**src/rtl/ring_scatter_upsampler_core_assert.svh**
```systemverilog
// ----------------------------------------------------------------------------
// ring_scatter_upsampler_core_assert.svh
// assertion macros used by the upsampler datapath
// ----------------------------------------------------------------------------
`ifndef RING_SCATTER_UPSAMPLER_CORE_ASSERT_SVH
`define RING_SCATTER_UPSAMPLER_CORE_ASSERT_SVH

`ifndef SYNTHESIS
`define RSU_ASSERT_IMPLY(lbl, clk, rst, ante, cons, msg) \
   lbl: assert property (@(posedge clk) disable iff (rst) (ante) |-> (cons)) else $error(msg);
`define RSU_ASSERT_NEXT(lbl, clk, rst, ante, cons, msg) \
   lbl: assert property (@(posedge clk) disable iff (rst) (ante) |=> (cons)) else $error(msg);
`else
`define RSU_ASSERT_IMPLY(lbl, clk, rst, ante, cons, msg)
`define RSU_ASSERT_NEXT(lbl, clk, rst, ante, cons, msg)
`endif

`endif

```
**src/rtl/rsu_pkg.sv**
```systemverilog
// ----------------------------------------------------------------------------
// rsu_pkg
// shared widths, op codes and controller/datapath interface types
// ----------------------------------------------------------------------------
package rsu_pkg;

   localparam int RATIO_W  = 4;
   localparam int SAMPLE_W = 16;
   localparam int WIDX_W   = 7;
   localparam int WEIGHT_W = 18;
   localparam int ACC_W    = 32;

   localparam logic OP_TICK = 1'b0;
   localparam logic OP_LOAD = 1'b1;

   typedef struct packed {
      logic take;
      logic step;
      logic reduce;
      logic emit;
      logic pass;
      logic issue;
      logic clear;
      logic load_weight;
   } dp_cmd_type;

   typedef struct packed {
      logic pass_thru;
      logic reduced;
      logic phase_zero;
      logic scat_last;
      logic clear_last;
      logic pipe_busy;
      logic out_free;
   } dp_status_type;

endpackage

```
**src/rtl/rsu_ctrl.sv**
```systemverilog
// ----------------------------------------------------------------------------
// rsu_ctrl
// sequencer for ring clearing, tick handling, scatter and weight loads
// ----------------------------------------------------------------------------
module rsu_ctrl (
   input  logic                   clock,
   input  logic                   reset,
   input  logic                   req_valid,
   input  logic                   req_op,
   output logic                   req_stall,
   input  rsu_pkg::dp_status_type stat,
   output rsu_pkg::dp_cmd_type    cmd
);

   typedef enum logic [7:0] {
      ST_CLEAR  = 8'b0000_0001,
      ST_IDLE   = 8'b0000_0010,
      ST_REDUCE = 8'b0000_0100,
      ST_READ   = 8'b0000_1000,
      ST_EMIT   = 8'b0001_0000,
      ST_SCAT   = 8'b0010_0000,
      ST_DRAIN  = 8'b0100_0000,
      ST_PASS   = 8'b1000_0000
   } state_type;

   state_type state_ff;
   state_type state_in;

   always_ff @(posedge clock) begin
      if (reset) begin
         state_ff <= ST_CLEAR;
      end else begin
         state_ff <= state_in;
      end
   end

   assign req_stall = (state_ff != ST_IDLE);

   always_comb begin
      state_in = state_ff;
      cmd      = '0;
      unique case (state_ff)
         ST_CLEAR: begin
            cmd.clear = 1'b1;
            if (stat.clear_last) begin
               state_in = ST_IDLE;
            end
         end
         ST_IDLE: begin
            if (req_valid) begin
               if (req_op == rsu_pkg::OP_LOAD) begin
                  cmd.load_weight = 1'b1;
               end else begin
                  cmd.take = 1'b1;
                  if (stat.pass_thru) begin
                     state_in = ST_PASS;
                  end else begin
                     cmd.step = 1'b1;
                     state_in = ST_REDUCE;
                  end
               end
            end
         end
         ST_REDUCE: begin
            cmd.reduce = 1'b1;
            if (stat.reduced) begin
               state_in = ST_READ;
            end
         end
         ST_READ: begin
            state_in = ST_EMIT;
         end
         ST_EMIT: begin
            if (stat.out_free) begin
               cmd.emit = 1'b1;
               state_in = stat.phase_zero ? ST_SCAT : ST_IDLE;
            end
         end
         ST_SCAT: begin
            cmd.issue = 1'b1;
            if (stat.scat_last) begin
               state_in = ST_DRAIN;
            end
         end
         ST_DRAIN: begin
            if (!stat.pipe_busy) begin
               state_in = ST_IDLE;
            end
         end
         ST_PASS: begin
            if (stat.out_free) begin
               cmd.pass = 1'b1;
               state_in = ST_IDLE;
            end
         end
         default: begin
            state_in = ST_CLEAR;
         end
      endcase
   end

endmodule

```
**src/rtl/rsu_datapath.sv**
```systemverilog
// ----------------------------------------------------------------------------
// rsu_datapath
// accumulator ring, weight table, pointers, scatter pipeline and output word
// ----------------------------------------------------------------------------
`include "ring_scatter_upsampler_core_assert.svh"

module rsu_datapath #(
   parameter int MAX_RATIO      = 8,
   parameter int ZERO_CROSSINGS = 4
) (
   input  logic                                clock,
   input  logic                                reset,
   input  logic                                csr_wr_en,
   input  logic [rsu_pkg::RATIO_W-1:0]         csr_wr_data,
   input  logic signed [rsu_pkg::SAMPLE_W-1:0] req_sample_in,
   input  logic [rsu_pkg::WIDX_W-1:0]          req_weight_index,
   input  logic signed [rsu_pkg::WEIGHT_W-1:0] req_weight_value,
   input  logic                                rsp_stall,
   output logic                                rsp_valid,
   output logic signed [rsu_pkg::SAMPLE_W-1:0] rsp_sample_out,
   input  rsu_pkg::dp_cmd_type                 cmd,
   output rsu_pkg::dp_status_type              stat
);

   localparam int RING_DEPTH   = 2 * MAX_RATIO * ZERO_CROSSINGS;
   localparam int WEIGHT_DEPTH = RING_DEPTH + 1;
   localparam int PW           = $clog2(RING_DEPTH);
   localparam int LW           = $clog2(RING_DEPTH + 1);
   localparam int WAW          = $clog2(WEIGHT_DEPTH);
   localparam int RW           = $clog2(MAX_RATIO + 1);
   localparam int SW           = rsu_pkg::SAMPLE_W;
   localparam int WW           = rsu_pkg::WEIGHT_W;
   localparam int AW           = rsu_pkg::ACC_W;
   localparam int PRW          = SW + WW;

   logic [rsu_pkg::RATIO_W-1:0] ratio_ff;
   logic [RW-1:0]               eff_ratio;
   logic [LW-1:0]               ring_len;

   logic [LW-1:0]               ptr_ff;
   logic [RW-1:0]               phase_ff;
   logic [PW-1:0]               j_ff;
   logic [PW-1:0]               p_ff;
   logic [PW-1:0]               p_next;

   logic signed [SW-1:0]        sample_ff;
   logic signed [AW-1:0]        ring_mem_ff [RING_DEPTH];
   logic signed [WW-1:0]        wt_mem_ff [WEIGHT_DEPTH];

   logic [PW-1:0]               ring_raddr;
   logic                        ring_we;
   logic [PW-1:0]               ring_waddr;
   logic signed [AW-1:0]        ring_wdata;

   logic signed [AW-1:0]        acc_rd_ff;
   logic signed [WW-1:0]        w_rd_ff;
   logic [PW-1:0]               p1_ff;
   logic                        v1_ff;

   logic signed [PRW-1:0]       prod_in;
   logic signed [PRW-1:0]       prod_ff;
   logic signed [AW-1:0]        acc2_ff;
   logic [PW-1:0]               p2_ff;
   logic                        v2_ff;

   logic signed [PRW:0]         prod_rnd;
   logic signed [PRW-16:0]      scaled;
   logic signed [AW:0]          sum_wide;
   logic signed [AW-1:0]        sum_sat;
   logic signed [SW-1:0]        out_sat;

   logic                        out_valid_ff;
   logic signed [SW-1:0]        out_data_ff;
   logic                        out_free;

   // ratio register and derived ring length
   always_ff @(posedge clock) begin
      if (reset) begin
         ratio_ff <= {{(rsu_pkg::RATIO_W - 1){1'b0}}, 1'b1};
      end else if (csr_wr_en) begin
         ratio_ff <= csr_wr_data;
      end
   end

   always_comb begin
      if (ratio_ff == '0) begin
         eff_ratio = RW'(1);
      end else if (32'(ratio_ff) > MAX_RATIO) begin
         eff_ratio = RW'(MAX_RATIO);
      end else begin
         eff_ratio = RW'(32'(ratio_ff));
      end
   end

   assign ring_len = LW'(32'(eff_ratio) * 2 * ZERO_CROSSINGS);

   // ring pointer and phase
   always_ff @(posedge clock) begin
      if (reset) begin
         ptr_ff   <= '0;
         phase_ff <= '0;
      end else if (cmd.step) begin
         ptr_ff   <= ptr_ff + LW'(1);
         phase_ff <= phase_ff + RW'(1);
      end else if (cmd.reduce) begin
         if (ptr_ff >= ring_len) begin
            ptr_ff <= ptr_ff - ring_len;
         end
         if (phase_ff >= eff_ratio) begin
            phase_ff <= phase_ff - eff_ratio;
         end
      end
   end

   // scatter and clear counters
   assign p_next = ((LW'(p_ff) + LW'(1)) == ring_len) ? '0 : p_ff + PW'(1);

   always_ff @(posedge clock) begin
      if (reset) begin
         j_ff <= '0;
         p_ff <= '0;
      end else if (cmd.clear) begin
         j_ff <= (j_ff == PW'(RING_DEPTH - 1)) ? '0 : j_ff + PW'(1);
      end else if (cmd.emit) begin
         j_ff <= '0;
         p_ff <= ptr_ff[PW-1:0];
      end else if (cmd.issue) begin
         j_ff <= j_ff + PW'(1);
         p_ff <= p_next;
      end
   end

   always_ff @(posedge clock) begin
      if (cmd.take) begin
         sample_ff <= req_sample_in;
      end
   end

   // weight table
   always_ff @(posedge clock) begin
      if (cmd.load_weight && (32'(req_weight_index) < WEIGHT_DEPTH)) begin
         wt_mem_ff[WAW'(req_weight_index)] <= req_weight_value;
      end
      w_rd_ff <= wt_mem_ff[WAW'(j_ff)];
   end

   // accumulator ring, one write and one read port
   assign ring_raddr = cmd.issue ? p_ff : ptr_ff[PW-1:0];

   always_comb begin
      ring_we    = 1'b0;
      ring_waddr = j_ff;
      ring_wdata = '0;
      if (v2_ff) begin
         ring_we    = 1'b1;
         ring_waddr = p2_ff;
         ring_wdata = sum_sat;
      end else if (cmd.emit) begin
         ring_we    = 1'b1;
         ring_waddr = ptr_ff[PW-1:0];
      end else if (cmd.clear) begin
         ring_we    = 1'b1;
      end
   end

   always_ff @(posedge clock) begin
      if (ring_we) begin
         ring_mem_ff[ring_waddr] <= ring_wdata;
      end
      acc_rd_ff <= ring_mem_ff[ring_raddr];
   end

   // scatter pipeline: read, multiply, round and accumulate
   assign prod_in = PRW'(sample_ff) * PRW'(w_rd_ff);

   always_ff @(posedge clock) begin
      if (reset) begin
         v1_ff <= 1'b0;
         v2_ff <= 1'b0;
      end else begin
         v1_ff <= cmd.issue;
         v2_ff <= v1_ff;
      end
   end

   always_ff @(posedge clock) begin
      p1_ff   <= p_ff;
      prod_ff <= prod_in;
      acc2_ff <= acc_rd_ff;
      p2_ff   <= p1_ff;
   end

   assign prod_rnd = (PRW + 1)'(prod_ff) + (PRW + 1)'(32768);
   assign scaled   = prod_rnd[PRW:16];
   assign sum_wide = (AW + 1)'(acc2_ff) + (AW + 1)'(scaled);

   always_comb begin
      if (sum_wide[AW] != sum_wide[AW-1]) begin
         sum_sat = sum_wide[AW] ? {1'b1, {(AW - 1){1'b0}}} : {1'b0, {(AW - 1){1'b1}}};
      end else begin
         sum_sat = sum_wide[AW-1:0];
      end
   end

   // output word
   always_comb begin
      if (acc_rd_ff[AW-1:SW-1] == '0 || acc_rd_ff[AW-1:SW-1] == '1) begin
         out_sat = acc_rd_ff[SW-1:0];
      end else if (acc_rd_ff[AW-1]) begin
         out_sat = {1'b1, {(SW - 1){1'b0}}};
      end else begin
         out_sat = {1'b0, {(SW - 1){1'b1}}};
      end
   end

   assign out_free = !out_valid_ff || !rsp_stall;

   always_ff @(posedge clock) begin
      if (reset) begin
         out_valid_ff <= 1'b0;
      end else if (cmd.emit || cmd.pass) begin
         out_valid_ff <= 1'b1;
      end else if (!rsp_stall) begin
         out_valid_ff <= 1'b0;
      end
   end

   always_ff @(posedge clock) begin
      if (cmd.emit) begin
         out_data_ff <= out_sat;
      end else if (cmd.pass) begin
         out_data_ff <= sample_ff;
      end
   end

   assign rsp_valid      = out_valid_ff;
   assign rsp_sample_out = out_data_ff;

   // status back to the controller
   assign stat.pass_thru  = (eff_ratio == RW'(1));
   assign stat.reduced    = (ptr_ff < ring_len) && (phase_ff < eff_ratio);
   assign stat.phase_zero = (phase_ff == '0);
   assign stat.scat_last  = (LW'(j_ff) == ring_len - LW'(2));
   assign stat.clear_last = (j_ff == PW'(RING_DEPTH - 1));
   assign stat.pipe_busy  = v1_ff || v2_ff;
   assign stat.out_free   = out_free;

   `RSU_ASSERT_IMPLY(a_emit_ptr, clock, reset, cmd.emit, (ptr_ff < ring_len) && out_free, "emit with bad pointer or busy output")
   `RSU_ASSERT_NEXT(a_word_out, clock, reset, cmd.emit || cmd.pass, out_valid_ff, "result word not presented")
   `RSU_ASSERT_IMPLY(a_wr_port, clock, reset, v2_ff, !cmd.emit && !cmd.clear, "ring write port conflict")
   `RSU_ASSERT_IMPLY(a_load_idle, clock, reset, cmd.load_weight, !v1_ff && !v2_ff && !cmd.issue, "weight load during scatter")

endmodule

```
**src/rtl/ring_scatter_upsampler_core.sv**
```systemverilog
// ----------------------------------------------------------------------------
// ring_scatter_upsampler_core
// integer-ratio interpolator scattering weighted samples into an accumulator ring
// ----------------------------------------------------------------------------
// A weight load is taken in the idle state. A tick at ratio 0 or 1 passes
// the sample through. Any other tick goes through accept and pointer step,
// range check, ring read and emit. The range check subtracts until the
// pointer and the phase are back in range: once when either one wraps, and
// more often when the ratio was lowered since the last tick.
// On the tick where the phase wraps, the scatter adds ring length minus one
// read-modify-writes through the ring's one read and one write port, then
// drains the pipeline. While the result word is stalled, the emit waits, and
// so does the next accept. After reset the ring is cleared one entry per
// cycle, all 2 * MAX_RATIO * ZERO_CROSSINGS entries, with req_stall high;
// ratio writes are taken meanwhile.
module ring_scatter_upsampler_core #(
   parameter int MAX_RATIO      = 8,
   parameter int ZERO_CROSSINGS = 4
) (
   input  logic                                clock,
   input  logic                                reset,
   input  logic                                csr_wr_en,
   input  logic [rsu_pkg::RATIO_W-1:0]         csr_wr_data,
   input  logic                                req_valid,
   output logic                                req_stall,
   input  logic                                req_op,
   input  logic signed [rsu_pkg::SAMPLE_W-1:0] req_sample_in,
   input  logic [rsu_pkg::WIDX_W-1:0]          req_weight_index,
   input  logic signed [rsu_pkg::WEIGHT_W-1:0] req_weight_value,
   output logic                                rsp_valid,
   input  logic                                rsp_stall,
   output logic signed [rsu_pkg::SAMPLE_W-1:0] rsp_sample_out
);

   rsu_pkg::dp_cmd_type    cmd;
   rsu_pkg::dp_status_type stat;

   rsu_ctrl u_ctrl (
      .clock     (clock),
      .reset     (reset),
      .req_valid (req_valid),
      .req_op    (req_op),
      .req_stall (req_stall),
      .stat      (stat),
      .cmd       (cmd)
   );

   rsu_datapath #(
      .MAX_RATIO      (MAX_RATIO),
      .ZERO_CROSSINGS (ZERO_CROSSINGS)
   ) u_datapath (
      .clock            (clock),
      .reset            (reset),
      .csr_wr_en        (csr_wr_en),
      .csr_wr_data      (csr_wr_data),
      .req_sample_in    (req_sample_in),
      .req_weight_index (req_weight_index),
      .req_weight_value (req_weight_value),
      .rsp_stall        (rsp_stall),
      .rsp_valid        (rsp_valid),
      .rsp_sample_out   (rsp_sample_out),
      .cmd              (cmd),
      .stat             (stat)
   );

endmodule

```
**config.mk**
```make
export PLATFORM = sky130hd
export DESIGN_NAME = ring_scatter_upsampler_core
export DESIGN_NICKNAME = d
export VERILOG_FILES = /design/src/rtl/rsu_pkg.sv /design/src/rtl/rsu_ctrl.sv /design/src/rtl/rsu_datapath.sv /design/src/rtl/ring_scatter_upsampler_core.sv
export VERILOG_INCLUDE_DIRS = /design/src /design/src/rtl
export SDC_FILE = /design/constraint.sdc
export NUM_CORES = 2
export LEC_CHECK = 0
export BUFFER_PORTS_ARGS = -buffer_cell sky130_fd_sc_hd__buf_4
export CORE_UTILIZATION = 55
export DETAILED_ROUTE_END_ITERATION = 16
export PLACE_DENSITY = 0.79
export SYNTH_ARGS = -nofsm -noshare
export SYNTH_HDL_FRONTEND = slang
export SYNTH_SLANG_ARGS = --single-unit
```
**constraint.sdc**
```tcl
create_clock -name clock -period 8.1 [get_ports clock]
set_clock_uncertainty 0.2 [all_clocks]
set_input_delay 0 -clock clock [delete_from_list [all_inputs] [get_ports clock]]
set_output_delay 0 -clock clock [all_outputs]
set_load 0.1 [all_outputs]
```
=== Word level (Yosys, flattened, before mapping) ===
Memories as Yosys holds them, arrays and structs flattened. A register that Yosys moved wholly into a read port is not among the register bits.
Index checks and enable logic that the tools add are counted.

* Output and inout bits: 18
* RAM bits: 3218
* Word-level logic and storage cells: 138
* Bits of input ports: 51
* Memories: 2
* Flip-flop bits (word level): 148

* Bitwise operators: 1
* Magnitude comparators: 6
* Add/sub/neg operators: 10
* Equal/unequal tests: 24
* Multiply operators: 1
* Mux-type cells: 58
* Reduce and logical (&&, ||, !) cells: 21

{| class="wikitable"
|+ Memory list
! name !! depth !! width !! rd ports !! clocked after memory_dff !! write ports !! RTL line !! RTL
|-
| u_datapath.ring_mem_ff || 64 || 32 || 1 || 1 || 1 || rsu_datapath.sv:47 || <nowiki>logic signed [AW-1:0] ring_mem_ff [RING_DEPTH];</nowiki>
|-
| u_datapath.wt_mem_ff || 65 || 18 || 1 || 1 || 1 || rsu_datapath.sv:48 || <nowiki>logic signed [WW-1:0] wt_mem_ff [WEIGHT_DEPTH];</nowiki>
|}

{| class="wikitable"
|+ Operator list
! kind !! count
|-
| $mux W32 || 3
|-
| $mux W8 || 9
|-
| $mux W6 || 11
|-
| $mux W16 || 4
|-
| $pmux W8 S8 || 1
|-
| $add A34 B17 Y35 const B || 1
|-
| $mul A16 B18 Y34 || 1
|-
| $add A32 B19 Y33 || 1
|-
| $mux W7 || 3
|-
| $mux W4 || 5
|-
| $mux W1 || 19
|-
| $eq A17 B17 Y1 const B || 1
|-
| $logic_not A17 Y1 || 1
|-
| $add A6 B1 Y6 const B || 2
|-
| $ne A2 B2 Y1 const B || 6
|-
| $reduce_bool A2 Y1 || 5
|-
| $eq A8 B1 Y1 const B || 1
|-
| $eq A8 B2 Y1 const B || 1
|-
| $eq A8 B3 Y1 const B || 1
|-
| $eq A8 B4 Y1 const B || 1
|-
| $eq A8 B5 Y1 const B || 1
|-
| $eq A8 B6 Y1 const B || 1
|-
| $eq A8 B7 Y1 const B || 1
|-
| $eq A8 B8 Y1 const B || 1
|-
| 28 further kinds || 40
|}

=== Depth between registers and ports, before layout ===
* Word-level depth: 10
* Depth in mapped cells: 24

=== Cells and area by module ===
From an unflattened synthesis, not the netlist that was laid out.

* Cell total of the unflattened synthesis: 7357
* Area, all modules: 141409.4 µm²

{| class="wikitable"
|+ By module, submodules not included
! module !! cells each !! area each (µm²) !! seq. area each (µm²) !! instances
|-
| rsu_datapath || 7278 || 140822.6 || 99915.8 || 1
|-
| rsu_ctrl || 79 || 586.8 || 160.2 || 1
|}

=== Worst setup path before layout ===
Ideal clock, no wire load.

* Path kind: flip-flop to flip-flop
* Start point: reg u_datapath.prod_ff[17]
* End point: mem u_datapath.ring_mem_ff[0][0] in the netlist's numbering (data pin)
* Period minus slack after synthesis: 6.471 ns
* Data required time: 7.352 ns
* Arrival: 5.723 ns
* Library setup time: 0.548 ns
* Path slack: 1.629 ns
* Stages on the path, launching flop included: 16
* Path through: dfxtp_1 > and3_1 > and3_1 > nand3_1 > nor2_1 > a41oi_1 > ha_1 > buf_6 > nand4_2 > or4_4 > a2111oi_4 > o41ai_1 > a2111o_1 > a21oi_1 > nor4_4 > a21oi_1

* Cells in the longest elaborated chain, start to end: 5
* Elaborated cells between the ends (all ways): 6
* Classes of those cells: add/sub: 2; eq/ne: 1; mux: 3

{| class="wikitable"
|+ RTL lines
! element !! RTL line !! RTL
|-
| start, declared || rsu_datapath.sv:61 || <nowiki>logic signed [PRW-1:0] prod_ff;</nowiki>
|-
| start signal, assigned || rsu_datapath.sv:188 || <nowiki>prod_ff <= prod_in;</nowiki>
|-
| $add A34 B17 Y35 * || rsu_datapath.sv:193 || <nowiki>assign prod_rnd = (PRW + 1)'(prod_ff) + (PRW + 1)'(32768);</nowiki>
|-
| $add A32 B19 Y33 * || rsu_datapath.sv:195 || <nowiki>assign sum_wide = (AW + 1)'(acc2_ff) + (AW + 1)'(scaled);</nowiki>
|-
| $mux W32 or $ne A1 B1 Y1 (tied branches) || rsu_datapath.sv:199, rsu_datapath.sv:198 ||
|-
| $mux W32 * || rsu_datapath.sv:198 || <nowiki>if (sum_wide[AW] != sum_wide[AW-1]) begin</nowiki>
|-
| $mux W32 * || rsu_datapath.sv:154 || <nowiki>if (v2_ff) begin</nowiki>
|-
| via u_datapath.ring_wdata[0] || rsu_datapath.sv:53 || <nowiki>logic signed [AW-1:0] ring_wdata;</nowiki>
|-
| end, declared || rsu_datapath.sv:47 ||
|}

The timed path passes the listed nets; every way through them passes the cells marked *.

=== Worst setup path after layout ===
* Start point: reg u_datapath.sample_ff[1]
* End point: reg u_datapath.prod_ff[25]

* Cells in the longest elaborated chain, start to end: 1

{| class="wikitable"
|+ RTL lines
! element !! RTL line !! RTL
|-
| start, declared || rsu_datapath.sv:46 || <nowiki>logic signed [SW-1:0] sample_ff;</nowiki>
|-
| start signal, assigned || rsu_datapath.sv:135 || <nowiki>sample_ff <= req_sample_in;</nowiki>
|-
| $mul A16 B18 Y34 || rsu_datapath.sv:174 || <nowiki>assign prod_in = PRW'(sample_ff) * PRW'(w_rd_ff);</nowiki>
|-
| via u_datapath.prod_in[25] || rsu_datapath.sv:60 || <nowiki>logic signed [PRW-1:0] prod_in;</nowiki>
|}

The timed path passes the listed nets, and every way through them passes these cells.
A chain may end at the register's enable or synchronous reset.

==> run summary <==
Run status
• outcome: completed

Cells and area
• relative area change from synthesis to final layout: 12.4%
• fin util: 62.2%
• fill cell count: 17300
• leading cell type in the layout, fill and taps excluded: edfxtp_1
• nets@finish: 10400
• highest-count cells in the layout ignoring fill and taps: edfxtp_1, nand2_1, nand3_1, mux4_2, clkbuf_16
• fraction of final layout cells with drive strength greater than 1: 12.9%

Synth
• number of enable flip-flop cells after synthesis: 3232
• post-synthesis instance area: 142000 um^2
• number of instances in the synthesized netlist: 9656
• number of distinct library cells after synthesis: 77
• post-synth net total: 10100
• Primary FF master, synth: edfxtp_1
• sequential cell area fraction in the yosys report: 70.3%
• FFs w/ async S/R, synth: 0%
• Synth Area per Inst: 14.7 um^2
• flip-flop and latch count after synthesis: 3383
• synth warn: 0

Min path
• Hold Path Origin: rsp_stall
• terminating pin of the worst hold path: u_datapath.rsp_sample_out[4]
• Cells on Worst Hold Path: 4
• class of the most critical hold timing path: input port to flop

Setup path
• start point of the critical path: u_datapath.sample_ff[1]
• startpoint types: flop
• critical path type: flop to flop
• type of element capturing the critical path: flop
• R2R setup slack: 990 ps
• critical path peak fanout: 19
• required time of the critical path: 8780 ps
• Worst R2R Start: u_datapath.sample_ff[1]
• number of cells on the worst reg-to-reg path: 20
• RR Endpoint: u_datapath.prod_ff[25]
• arrival time at the worst endpoint: 7780 ps

Floorplanning
• standard cell core area: 257000 um^2
• Die X: 511 um
• number of core rows: 186
• # IOs: 69
• DIE HEIGHT: 511 um
• Die Footprint: 261000 um^2
• starting density of the core: 55.4%

GRT
• via count of the first global-routing pass: 88400
• sum of overflow across all layers after global routing: 0
• maximum number of pins on one net before global-route repair: 191
• global-route total usage across every layer: 30.5%
• initial antenna violation count: 40
• first-pass GRT wire length: 583 mm

Clock tree
• CTS Buf Count: 342
• clock input transition at the sequential cells of the worst setup and hold paths: 60 ps
• post-CTS setup buffers: 0
• cell chosen for the clock root: clkbuf_16
• clk sink count: 3383
• number of resized instances in the post-cts repair step: 0
• maximum root-to-sink buffer count: 4
• clock latency at the later pin of the worst-skew pair: 1030 ps
• number of buffers inserted for hold repair after clock tree synthesis: 124
• clock tree from TritonCTS: done
• H-tree depth reported by CTS: 5

Placed design
• DP Wirelength: 210 mm
• routability congestion estimate from global placement: 0.880
• number of input and output port buffers inserted: 68
• pre-CTS setup slack: 1130 ps

STA
• final hold violation count: 0
• portion of the clock cycle consumed by the worst path in the final layout: 87.7%
• slack of the critical path: 994 ps
• post-route setup TNS: 0 ps
• transition time of the tightest slew-check pin: 1370 ps
• final worst hold slack: 98.7 ps
• Fmax: 141 MHz
• Min Clock Period, post-route: 7110 ps
• final setup vio count: 0
• Final Slew Violations: 0
• remaining max-slew budget at the tightest pin: 7.66%
• setup repair after global routing missed its margin: false

Detailed routing
• routed length per placed instance: 29.7 um
• detailed-route DRC error count: 0
• routed vias: 88700
• sum of routed wire length over all layers: 403 mm
• count of TritonRoute iterations in the first routing pass: 9
• detailed router's first-iteration violation count: 14100
• via/cell ratio: 6.54
• Routed Antenna Nets: 0

Pwr
• cell-internal power: 40700 uW
• relative contribution of sequential cells to total power: 32.1%
• P per Cell Area: 396 nW/um^2
• total power after layout: 63300 uW
• net switching fraction of the power: 35.8%
• Static Leak: 0.0544 uW
• clock share of power: 24.3%
• maximum ir drop on the vdd rail: 1.41 mV
• net switching power: 22600 uW
• power share of the combinational group: 43.6%

Job
• max-cap viol count: 0

state kept, by name (all words and copies together) (netlist names), 16 cells and up:
| register | flops |
|---|---|
| u_datapath.rsp_sample_out | 16 |
| u_datapath.sample_ff | 16 |
| u_datapath.acc_rd_ff | 32 |
| u_datapath.wt_mem_ff | 1152 |
| u_datapath.prod_ff | 19 |
| u_datapath.ring_mem_ff | 2048 |
| u_datapath.acc2_ff | 32 |
| u_datapath.w_rd_ff | 18 |
power groups by stage:
stage	clock network [uW]	logic, uW	registers, uW
after floorplan	0	20900	20400
after CTS	15300	27700	20300
after detailed placement	0	27300	20700
after global routing	16100	31200	20400
final	15400	27600	20300
after global placement	0	26800	20700
through the flow:
stage | std cells | instance area [um^2]
6_report | 13600 | 160000
5_1_grt | 13500 | 160000
4_1_cts | 13500 | 160000
3_3_place_gp | 12800 | 148000
3_5_place_dp | 12800 | 148000
2_1_floorplan | 9656 | 142000
critical path: stages (launching register included):
cell and delay (ps):
edfxtp_1 860, nand2_1 180, fa_1 550, fa_1 530, fa_1 520, inv_1 50, fa_1 500, fa_1 520
inv_1 60, fa_1 480, inv_1 50, ha_1 290, nand4_1 160, a211oi_1 80, or3_1 530, o2111a_1 390
o21ai_0 300, nor2_1 110, a211o_1 340, a21oi_1 190, xnor2_1 140
worst max path at each step:
stage | to | slack (ps) | depth (start not counted)
finish | u_datapath.prod_ff[25] | 990 | 20
global route | u_datapath.prod_ff[25] | 770 | 20
CTS | u_datapath.prod_ff[25] | 1060 | 20
detailed placement | u_datapath.prod_ff[25] | 1130 | 20
global placement | u_datapath.prod_ff[25] | 1100 | 20
floorplan | u_datapath.ring_mem_ff[0][0] | 1630 | 15
synth_stat cells, types with 6 or more instances:
cell	instances	area, um^2
edfxtp_1	3232	97100
nand2_1	2238	8400
nand3_1	653	3270
clkbuf_1	398	1490
mux4_2	378	8510
inv_1	336	1260
fa_1	292	5850
a31oi_1	251	1570
nor2_1	237	890
dfxtp_1	151	3020
nand4_1	149	932
and3_1	140	876
and2_1	139	870
ha_1	133	1660
a311oi_1	126	1100
a21oi_1	85	425
buf_2	77	385
o22ai_1	65	407
buf_1	62	233
xnor2_1	52	455
mux2i_1	45	450
xor2_1	43	377
o21ai_0	41	205
or3_1	41	257
a32oi_1	33	289
a21oi_2	31	272
nor2b_1	18	113
nand2b_1	17	106
nor3_1	17	85.1
a21o_1	16	120
buf_4	12	90.1
o21a_1	12	90.1
a211oi_1	10	75.1
o211ai_1	10	75.1
nor4_1	9	56.3
o21bai_1	8	60.1
a211o_1	7	61.3
nand3b_1	7	52.6
o31ai_1	6	45.0
area by class of cell:
type                       instances  area (um^2)  share of cell area (%)
tap                             3384         4230                    2.65
antenna                           25         62.6                  0.0391
multi-input combinational       5384        39600                    24.8
inverter                         336         1260                   0.789
clock inverter                   169         1530                   0.956
sequential                      3383       100000                    62.6
clock buffer                     441         9110                    5.70
timing repair buffer             434         4010                    2.51
kinds of logic after synthesis:
kind of cell | Yosys count | share of synthesized area, %
mux | 427 | 6.33
flops | 3383 | 70.3
simple gates | 3692 | 11.4
fa+ha+maj | 425 | 5.28
buf+inv | 889 | 2.47
xor+xnor | 95 | 0.585
compound gates | 745 | 3.66
routing by layer:
layer | vias to the layer above | wire length [um] | GRT usage [%]
met4 | 24 | 26600 | 18.5
met2 | 6987 | 193000 | 49.1
li1 | 36200 | - | -
met5 | - | 161 | 0
met1 | 44100 | 135000 | 38.2
met3 | 1376 | 48400 | 6.65
No activity file was read; power rests on OpenSTA's default activity.
